===== src/hw/rtl/utf8dec_pkg.sv =====
// ----------------------------------------------------------------------------
// UTF-8 to UCS-2 decoder package
// Shared constants, the result record type and helpers for the decoder.
// ----------------------------------------------------------------------------
package utf8dec_pkg;

  // Default number of entries in the result queue (three or more).
  localparam int unsigned ResQueueDepth = 8;

  // Byte class masks and patterns.
  localparam logic [7:0] ContMask  = 8'hC0;
  localparam logic [7:0] ContPat   = 8'h80;
  localparam logic [7:0] Lead2Mask = 8'hE0;
  localparam logic [7:0] Lead2Pat  = 8'hC0;
  localparam logic [7:0] Lead3Mask = 8'hF0;
  localparam logic [7:0] Lead3Pat  = 8'hE0;

  // Payload masks.
  localparam logic [7:0] Lead2Bits = 8'h1F;
  localparam logic [7:0] Lead3Bits = 8'h0F;
  localparam logic [7:0] ContBits  = 8'h3F;

  // Held byte count codes.
  localparam logic [1:0] HeldNone = 2'd0;
  localparam logic [1:0] HeldLead = 2'd1;
  localparam logic [1:0] HeldBoth = 2'd2;

  // One result item.
  typedef struct packed {
    logic [15:0] code_point;
    logic        raw_passthrough;
    logic        last_of_run;
    logic        string_done;
  } res_t;

  // Build a result with the run markers cleared.
  function automatic res_t make_res(logic [15:0] cp, logic raw);
    res_t r;
    r.code_point      = cp;
    r.raw_passthrough = raw;
    r.last_of_run     = 1'b0;
    r.string_done     = 1'b0;
    return r;
  endfunction

  // Raw byte, zero-extended, marked as passed through.
  function automatic res_t raw_res(logic [7:0] b);
    return make_res({8'h00, b}, 1'b1);
  endfunction

endpackage


===== src/hw/rtl/utf8_to_ucs2_decoder_top.sv =====
// ----------------------------------------------------------------------------
// UTF-8 to UCS-2 decoder, top level
// Decodes a UTF-8 byte stream into 16-bit code points, one byte per cycle.
// ----------------------------------------------------------------------------
// The decoder accepts one UTF-8 byte per clock cycle and produces zero to three
// 16-bit results for each byte, which are delivered one per cycle from a small
// result queue of RES_DEPTH entries. A byte is decoded in the cycle it is
// transferred, and its results are written to the queue tail, behind any earlier results.
// The input is held off only while fewer than three queue entries are free; as
// a string never yields more results than bytes, the queue sustains one byte
// per cycle when the output side takes one result per cycle. Bytes that cannot
// be decoded are passed through raw, zero-extended, with tuser bit 0 set.
// ----------------------------------------------------------------------------
module utf8_to_ucs2_decoder_top #(
  parameter int unsigned RES_DEPTH = utf8dec_pkg::ResQueueDepth
) (
  input  logic        clk,
  input  logic        rst_n,
  // Input byte channel.
  input  logic        in_tvalid,
  output logic        in_tready,
  input  logic [7:0]  in_tdata,   // [7:0] in_byte
  input  logic        in_tlast,   // end_of_string
  // Result channel.
  output logic        out_tvalid,
  input  logic        out_tready,
  output logic [15:0] out_tdata,  // [15:0] code_point
  output logic [1:0]  out_tuser,  // [0] raw_passthrough, [1] last_of_run
  output logic        out_tlast   // string_done
);

  localparam int unsigned PtrW = (RES_DEPTH > 1) ? $clog2(RES_DEPTH) : 1;
  localparam int unsigned CntW = $clog2(RES_DEPTH + 1);

  // Held sequence state.
  logic [1:0] held_count_r, held_count_nxt;
  logic [7:0] held_lead_r, held_lead_nxt;
  logic [7:0] held_cont_r, held_cont_nxt;

  // Result queue.
  utf8dec_pkg::res_t res_mem_r [RES_DEPTH];
  logic [PtrW-1:0]   wr_ptr_r, wr_ptr_nxt;
  logic [PtrW-1:0]   rd_ptr_r, rd_ptr_nxt;
  logic [CntW-1:0]   cnt_r, cnt_nxt;

  // Decode results for the current byte.
  utf8dec_pkg::res_t slot [3];
  logic [1:0]        wr_n;
  logic [PtrW-1:0]   widx [4];

  logic in_xfer;
  logic out_xfer;
  logic is_cont;
  logic is_lead2;
  logic is_lead3;
  logic held_two;

  assign in_tready = (cnt_r <= CntW'(RES_DEPTH - 3));
  assign in_xfer   = in_tvalid && in_tready;
  assign out_tvalid = (cnt_r != '0);
  assign out_xfer  = out_tvalid && out_tready;

  assign is_cont  = (in_tdata & utf8dec_pkg::ContMask)  == utf8dec_pkg::ContPat;
  assign is_lead2 = (in_tdata & utf8dec_pkg::Lead2Mask) == utf8dec_pkg::Lead2Pat;
  assign is_lead3 = (in_tdata & utf8dec_pkg::Lead3Mask) == utf8dec_pkg::Lead3Pat;
  // A count of three is treated like two.
  assign held_two = held_count_r[1];

  // Byte decode: up to three results appended in order.
  always_comb begin
    held_count_nxt = held_count_r;
    held_lead_nxt  = held_lead_r;
    held_cont_nxt  = held_cont_r;
    wr_n           = 2'd0;
    for (int k = 0; k < 3; k++) begin
      slot[k] = utf8dec_pkg::make_res(16'h0000, 1'b0);
    end

    if (in_xfer) begin
      if (held_count_r != utf8dec_pkg::HeldNone && is_cont) begin
        // Continuation byte extends the held sequence.
        if ((held_lead_r & utf8dec_pkg::Lead2Mask) == utf8dec_pkg::Lead2Pat) begin
          slot[wr_n] = utf8dec_pkg::make_res(
              {5'd0, held_lead_r[4:0] & utf8dec_pkg::Lead2Bits[4:0],
               in_tdata[5:0] & utf8dec_pkg::ContBits[5:0]}, 1'b0);
          wr_n = wr_n + 2'd1;
          held_count_nxt = utf8dec_pkg::HeldNone;
        end else if (!held_two) begin
          held_cont_nxt  = in_tdata;
          held_count_nxt = utf8dec_pkg::HeldBoth;
        end else begin
          slot[wr_n] = utf8dec_pkg::make_res(
              {held_lead_r[3:0] & utf8dec_pkg::Lead3Bits[3:0],
               held_cont_r[5:0] & utf8dec_pkg::ContBits[5:0],
               in_tdata[5:0] & utf8dec_pkg::ContBits[5:0]}, 1'b0);
          wr_n = wr_n + 2'd1;
          held_count_nxt = utf8dec_pkg::HeldNone;
        end
      end else begin
        // Release anything held, then take the byte afresh.
        if (held_count_r != utf8dec_pkg::HeldNone) begin
          slot[wr_n] = utf8dec_pkg::raw_res(held_lead_r);
          wr_n = wr_n + 2'd1;
          if (held_two) begin
            slot[wr_n] = utf8dec_pkg::raw_res(held_cont_r);
            wr_n = wr_n + 2'd1;
          end
        end
        held_count_nxt = utf8dec_pkg::HeldNone;
        if (!in_tdata[7]) begin
          slot[wr_n] = utf8dec_pkg::make_res({8'h00, in_tdata}, 1'b0);
          wr_n = wr_n + 2'd1;
        end else if (is_lead2 || is_lead3) begin
          held_lead_nxt  = in_tdata;
          held_count_nxt = utf8dec_pkg::HeldLead;
        end else begin
          slot[wr_n] = utf8dec_pkg::raw_res(in_tdata);
          wr_n = wr_n + 2'd1;
        end
      end

      // End of string flushes whatever is still held.
      if (in_tlast) begin
        if (held_count_nxt != utf8dec_pkg::HeldNone) begin
          slot[wr_n] = utf8dec_pkg::raw_res(held_lead_nxt);
          wr_n = wr_n + 2'd1;
          if (held_count_nxt[1]) begin
            slot[wr_n] = utf8dec_pkg::raw_res(held_cont_nxt);
            wr_n = wr_n + 2'd1;
          end
        end
        held_count_nxt = utf8dec_pkg::HeldNone;
      end

      // Mark the final result of this byte.
      if (wr_n != 2'd0) begin
        slot[wr_n - 2'd1].last_of_run = 1'b1;
        slot[wr_n - 2'd1].string_done = in_tlast;
      end
    end
  end

  // Queue write addresses with wrap-around.
  always_comb begin
    for (int k = 0; k < 4; k++) begin
      logic [PtrW:0] sum;
      sum = {1'b0, wr_ptr_r} + (PtrW + 1)'(k);
      if (sum >= (PtrW + 1)'(RES_DEPTH)) begin
        sum = sum - (PtrW + 1)'(RES_DEPTH);
      end
      widx[k] = sum[PtrW-1:0];
    end
  end

  // Queue pointer and occupancy update.
  always_comb begin
    wr_ptr_nxt = widx[wr_n];
    rd_ptr_nxt = rd_ptr_r;
    if (out_xfer) begin
      rd_ptr_nxt = (rd_ptr_r == PtrW'(RES_DEPTH - 1)) ? '0 : rd_ptr_r + PtrW'(1);
    end
    cnt_nxt = cnt_r + CntW'(wr_n) - CntW'(out_xfer);
  end

  // Control registers and held bytes.
  always_ff @(posedge clk) begin
    if (!rst_n) begin
      held_count_r <= utf8dec_pkg::HeldNone;
      held_lead_r  <= 8'h00;
      held_cont_r  <= 8'h00;
      wr_ptr_r     <= '0;
      rd_ptr_r     <= '0;
      cnt_r        <= '0;
    end else begin
      held_count_r <= held_count_nxt;
      held_lead_r  <= held_lead_nxt;
      held_cont_r  <= held_cont_nxt;
      wr_ptr_r     <= wr_ptr_nxt;
      rd_ptr_r     <= rd_ptr_nxt;
      cnt_r        <= cnt_nxt;
    end
  end

  // Queue storage.
  always_ff @(posedge clk) begin
    for (int k = 0; k < 3; k++) begin
      if (2'(k) < wr_n) begin
        res_mem_r[widx[k]] <= slot[k];
      end
    end
  end

  // Result output from the queue head.
  assign out_tdata = res_mem_r[rd_ptr_r].code_point;
  assign out_tuser = {res_mem_r[rd_ptr_r].last_of_run,
                      res_mem_r[rd_ptr_r].raw_passthrough};
  assign out_tlast = res_mem_r[rd_ptr_r].string_done;

  // Occupancy never exceeds the queue depth.
  a_cnt_bound: assert property (@(posedge clk) disable iff (!rst_n)
    cnt_r <= CntW'(RES_DEPTH))
    else $error("result queue occupancy beyond its depth");

  // Two held bytes only ever follow a three-byte lead.
  a_held_two: assert property (@(posedge clk) disable iff (!rst_n)
    held_count_r == utf8dec_pkg::HeldBoth |-> held_lead_r[7:4] == 4'hE)
    else $error("continuation held behind a lead that is not three-byte");

  // Nothing stays held after the last byte of a string.
  a_eos_flush: assert property (@(posedge clk) disable iff (!rst_n)
    in_tvalid && in_tready && in_tlast |=> held_count_r == utf8dec_pkg::HeldNone)
    else $error("bytes still held after end of string");

  // Raw results carry a zero-extended byte.
  a_raw_byte: assert property (@(posedge clk) disable iff (!rst_n)
    out_tvalid && out_tuser[0] |-> out_tdata[15:8] == 8'h00)
    else $error("raw result wider than a byte");

endmodule


===== config.mk =====
export PLATFORM = sky130hd
export DESIGN_NAME = utf8_to_ucs2_decoder_top
export DESIGN_NICKNAME = d
export VERILOG_FILES = /design/src/hw/rtl/utf8dec_pkg.sv /design/src/hw/rtl/utf8_to_ucs2_decoder_top.sv
export SDC_FILE = /design/constraint.sdc
export NUM_CORES = 1
export LEC_CHECK = 0
export BUFFER_PORTS_ARGS = -buffer_cell sky130_fd_sc_hd__buf_2
export CAP_MARGIN = 25
export CORE_MARGIN = 10
export CORE_UTILIZATION = 60
export DETAILED_ROUTE_END_ITERATION = 12
export PLACE_DENSITY = 0.86
export SYNTH_ARGS = -nofsm -noshare
export SYNTH_HDL_FRONTEND = slang
export SYNTH_SLANG_ARGS = --single-unit

===== constraint.sdc =====
create_clock -name clk -period 4.48 [get_ports clk]
set_input_delay 0.224 -clock clk [delete_from_list [all_inputs] [get_ports clk]]
set_output_delay 0.224 -clock clk [all_outputs]
set_load 0.02 [all_outputs]

-- Yosys cells after proc, flatten, opt, wreduce, memory -nomap -nowiden
Memories as Yosys holds them, arrays and structs flattened. A register that Yosys moved wholly into a read port is not among the register bits.
Index checks and enable logic that the tools add are counted.
- register bits: 28
- bits in writable memories: 152
- input bits: 13
- output and inout port bits: 21
- word-level logic and storage cells: 140
- memories kept: 1
- memory list (name ; depth ; bits a word ; rd ports ; clocked after Yosys merged registers in ; write ports ; line ; RTL):
    res_mem_r ; 8 ; 19 ; 1 ; 1 ; 3 ; utf8_to_ucs2_decoder_top.sv:41 ; utf8dec_pkg::res_t res_mem_r [RES_DEPTH];
- add/subtract/negate cells: 14
- order comparisons: 17
- equality and inequality tests: 5
- multiplexer cells: 80
- bitwise operators: 5
- reduce and logical (&&, ||, !) cells: 12
- operators with widths (operator ; number):
    $mux 57 ; 8
    $bwmux 57 ; 6
    $demux 19 s2 ; 5
    $mux 38 ; 4
    $mux 19 ; 7
    $mux 8 ; 8
    $mux 2 ; 19
    $mux 30 ; 1
    $mux 3 ; 9
    $ge 3x3->1 const B ; 5
    $not 2->3 ; 5
    $ge 4x4->1 const B ; 3
    $lt 3x1->1 const B ; 4
    $sub 3x1->3 const B ; 4
    $mux 1 ; 11
    $mux 11 ; 1
    $eq 3x3->1 const B ; 3
    $add 3x2->4 const B ; 2
    $logic_and 1x1->1 ; 7
    $add 2x1->2 const B ; 3
    $bmux 3 s2 ; 1
    $reduce_bool 2->1 ; 3
    $add 3x1->4 const B ; 1
    $add 4x2->4 ; 1
    11 further kinds ; 12

-- Logic depth before layout (Yosys ltp)
- depth after elaboration: 25
- gate-level depth with buffers: 20
- gate-level depth less buffers: 16

-- Worst setup path before layout
No wires, ideal clock.
- path type: in2reg
- start point: input in_tdata[5]
- end point: memory res_mem_r[1][0] in the netlist's numbering (enable)
- library setup time: 0.449 ns
- arrival time: 3.513 ns
- data required time: 4.031 ns
- setup slack: 0.517 ns
- stages: 15
- buffers on the path: 5
- cells stage by stage: buf_4 nand2_1 nand2_1 clkbuf_1 xnor2_1 nor2_1 or2_2 ha_1 nor4_1 nand2b_1 buf_2 buf_2 or3_1 buf_1 o211ai_1
- RTL lines (item ; line ; RTL):
    start: declaration ; utf8_to_ucs2_decoder_top.sv:22 ; input logic [7:0] in_tdata,
    end: declaration ; utf8_to_ucs2_decoder_top.sv:41 ;

==> reports/metrics.cfg <==
[power]
p_per_area_nw_per_um2=427.1
power_leakage_nw=4.325
ir_drop_uv=309.5
total_power_w=0.005122

[setup_path]
required_ps=4740
path_buf_inv=3
cp-end-kind=flop
cp-start-kind=flop
slowest_stage=a21oi_1
critPathMaxFanout=13
crit_cells=13
crit_arrival_ps=4310
crit_path_cell_trace=nor2_1 -> a211oi_1 -> or2_2 -> inv_1 -> ha_1 -> buf_4 -> nand2_1 -> buf_4 -> o22ai_1 -> a31oi_1 -> a21oi_1 -> a31oi_1 -> o21ai_0
rr_worst_depth=13
regToRegSetupSlack_ps=430
cpPeakStageDelay_ps=670
critical_path.top_delay_family=compound AO/OA/AOI/OAI gates
critPathKind=flop to flop

[place]
dp.final_hpwl_mm=21.93
gp_congestion=1.004
place_area_um2=11350
port_buffers=33
dp_cells=1266

[clock_tree]
cts_buffer_depth=2
ctsHoldBuffers=0
cts_tree=yes
clock_latency_ps=450
clk_pin_slew_ps=80
cts_setup_buffers=0
root_buffer=clkbuf_16
cts_resized=0
cts_buffers=17
htreeDepth=4
clock-sinks=183

[timing]
holdWs_ps=143.5
finalHoldViolCount=0
finalSetupViolCount=0
grt_setup_unrepaired=false
max_freq_mhz=246.9
period_share_pct=90.42
final_max_slew_viol_count=0
fin_setup_tns_ps=0
maxSlewHeadroom_pct=29.16
tightest_slew_ps=1063
fin_crit_ps=4051
clock_skew_ps=11.96

[yosys]
ys_seq_area_share_pct=47.82
synth_nets=1073
yosys_warnings=0
synth_top_area_share_pct=42.10
avgSynthCellArea_um2=10.42
synth_cell_types=69
syn-cell-area_um2=10840
yosys.area.top_type=edfxtp_1
ys_async_sr_fraction_pct=0
synthCells=1040
synth_edf_count=152
netlist_top_cells_area=edfxtp_1, mux4_2, dfxtp_1, a21oi_1, mux2i_1
synthFlopType=edfxtp_1
ys_ff_latch=183

[floorplan]
start_util_pct=60.77
die_x_um=154.4
die_h_um=154.4
rows=49
die_area_um2=23850
design.portCount=34
fp.coreArea_um2=17840

[final_layout]
area_growth_pct=10.62
diodes=0
stdcell_count=1298
design_area_um2=11990
nets=1089
nFillCells=1263
drive_gt1_share_pct=18.80

[run]
max_cap_violations=0

[route]
wire_per_inst_um=25.46
drc_errors=0
postRouteWirelength_mm=33.05
vias=9079
antenna_left=0
drtIter0Drc=1726
avgViaCountPerCell=6.995
first_pass_iters=8

[hold_path]
hold_depth=3
hold_class=input port to flop

[global_routing]
grt_pass1_wl_mm=50.54
first_global_vias=8565
antenna_found_initial=0
overflow=0
grt.total_usage_pct=27.24
grt_max_degree=41

[run_status]
status=finished clean

-- tightest hold or removal path, cell delays in order --
cell and delay (ps):
buf_2 170, nand2_1 70, a21boi_0 70
-- path summary, 6_finish.rpt --
kind | from | to
max reg2reg | held_count_r[0]$_SDFFE_PN0P_ | res_mem_r[4][7]$_DFFE_PP_
min reg2reg | held_cont_r[7]$_SDFFE_PN0P_ | held_cont_r[7]$_SDFFE_PN0P_
min | in_tdata[0] | held_lead_r[0]$_SDFFE_PN0P_
max | held_count_r[0]$_SDFFE_PN0P_ | res_mem_r[4][7]$_DFFE_PP_
-- cell usage after synthesis (19+ instances only) --
master    count
clkbuf_1     56
buf_2        19
nand2_1      97
nor4_1       19
a31oi_1      21
mux2i_1      37
nor2_1       96
edfxtp_1    152
mux4_2       38
and2_1       47
o21ai_0      55
ha_1         19
dfxtp_1      31
mux2_2       22
a21oi_1      89
nor3_1       19
-- metrics by stage --
| stage | util (%) | setup slack (ps) |
|---|---|---|
| floorplan | - | 517.4 |
| detailed placement | 63.62 | 678.2 |
| global route | 67.22 | 255.4 |
| finish | 67.22 | 429.3 |
| CTS | 67.22 | 618.8 |
| global placement | 63.62 | 736.7 |
-- state kept, by name, summed over array words and instances (netlist names), named ones only --
name and cells:
wr_ptr_r 3, held_count_r 2, res_mem_r 152, held_cont_r 8, rd_ptr_r 3, cnt_r 4
held_lead_r 8
-- placed cells by master (no fill, tap or decap), drive strengths merged, types with 6 or more instances in the layout --
cell / n
a21oi: 89
mux4: 38
nor2: 96
mux2i: 37
dfxtp: 31
a31oi: 21
edfxtp: 152
o211ai: 14
nor4: 23
nor2b: 6
nand2: 101
a21boi: 14
o22ai: 18
inv: 26
clkinv: 7
nand3: 18
o21ai: 64
o21a: 6
clkbuf: 17
or3: 12
nor3: 19
a22oi: 13
mux2: 22
ha: 19
and2: 47
buf: 88
-- routing by layer --
metal | part of all wire [%] | vias up | routed length (um) | global-route usage [%]
li1 | - | 3940 | - | -
met1 | 36 | 4246 | 12030 | 34.54
met2 | 47 | 743 | 15540 | 43.62
met3 | 12 | 150 | 3802 | 5.740
met4 | 5.1 | 0 | 1685 | 13.05
met5 | 0 | - | 0 | 0
-- cell families (layout without fill, tap and decap cells) --
group           after synthesis  after routing  synth area share (%)
buf+inv                     111            140                 4.339
fa+ha+maj                    20             20                 2.377
xor+xnor                      8              8                0.6463
simple gates                352            352                 16.10
mux                          97             97                 13.59
compound gates              269            269                 15.12
flops                       183            183                 47.82
-- final cells by class --
cell class	instances	area [um^2]	area share [%]
timing repair buffer	88	603.1	5.029
clock buffer	17	425.4	3.547
multi-input combinational	746	5199	43.35
tap	229	286.5	2.389
clock inverter	15	216.5	1.805
sequential	183	5187	43.25
inverter	20	75.07	0.6260
-- report_power, final --
group          leakage (nW)  total, W  switching [W]  internal, W
clock                 0.305   0.00161       0.000787     0.000821
combinational          2.30   0.00137       0.000799     0.000573
sequential             1.72   0.00214       0.000130      0.00201
Power figures use the tool's default switching activity.
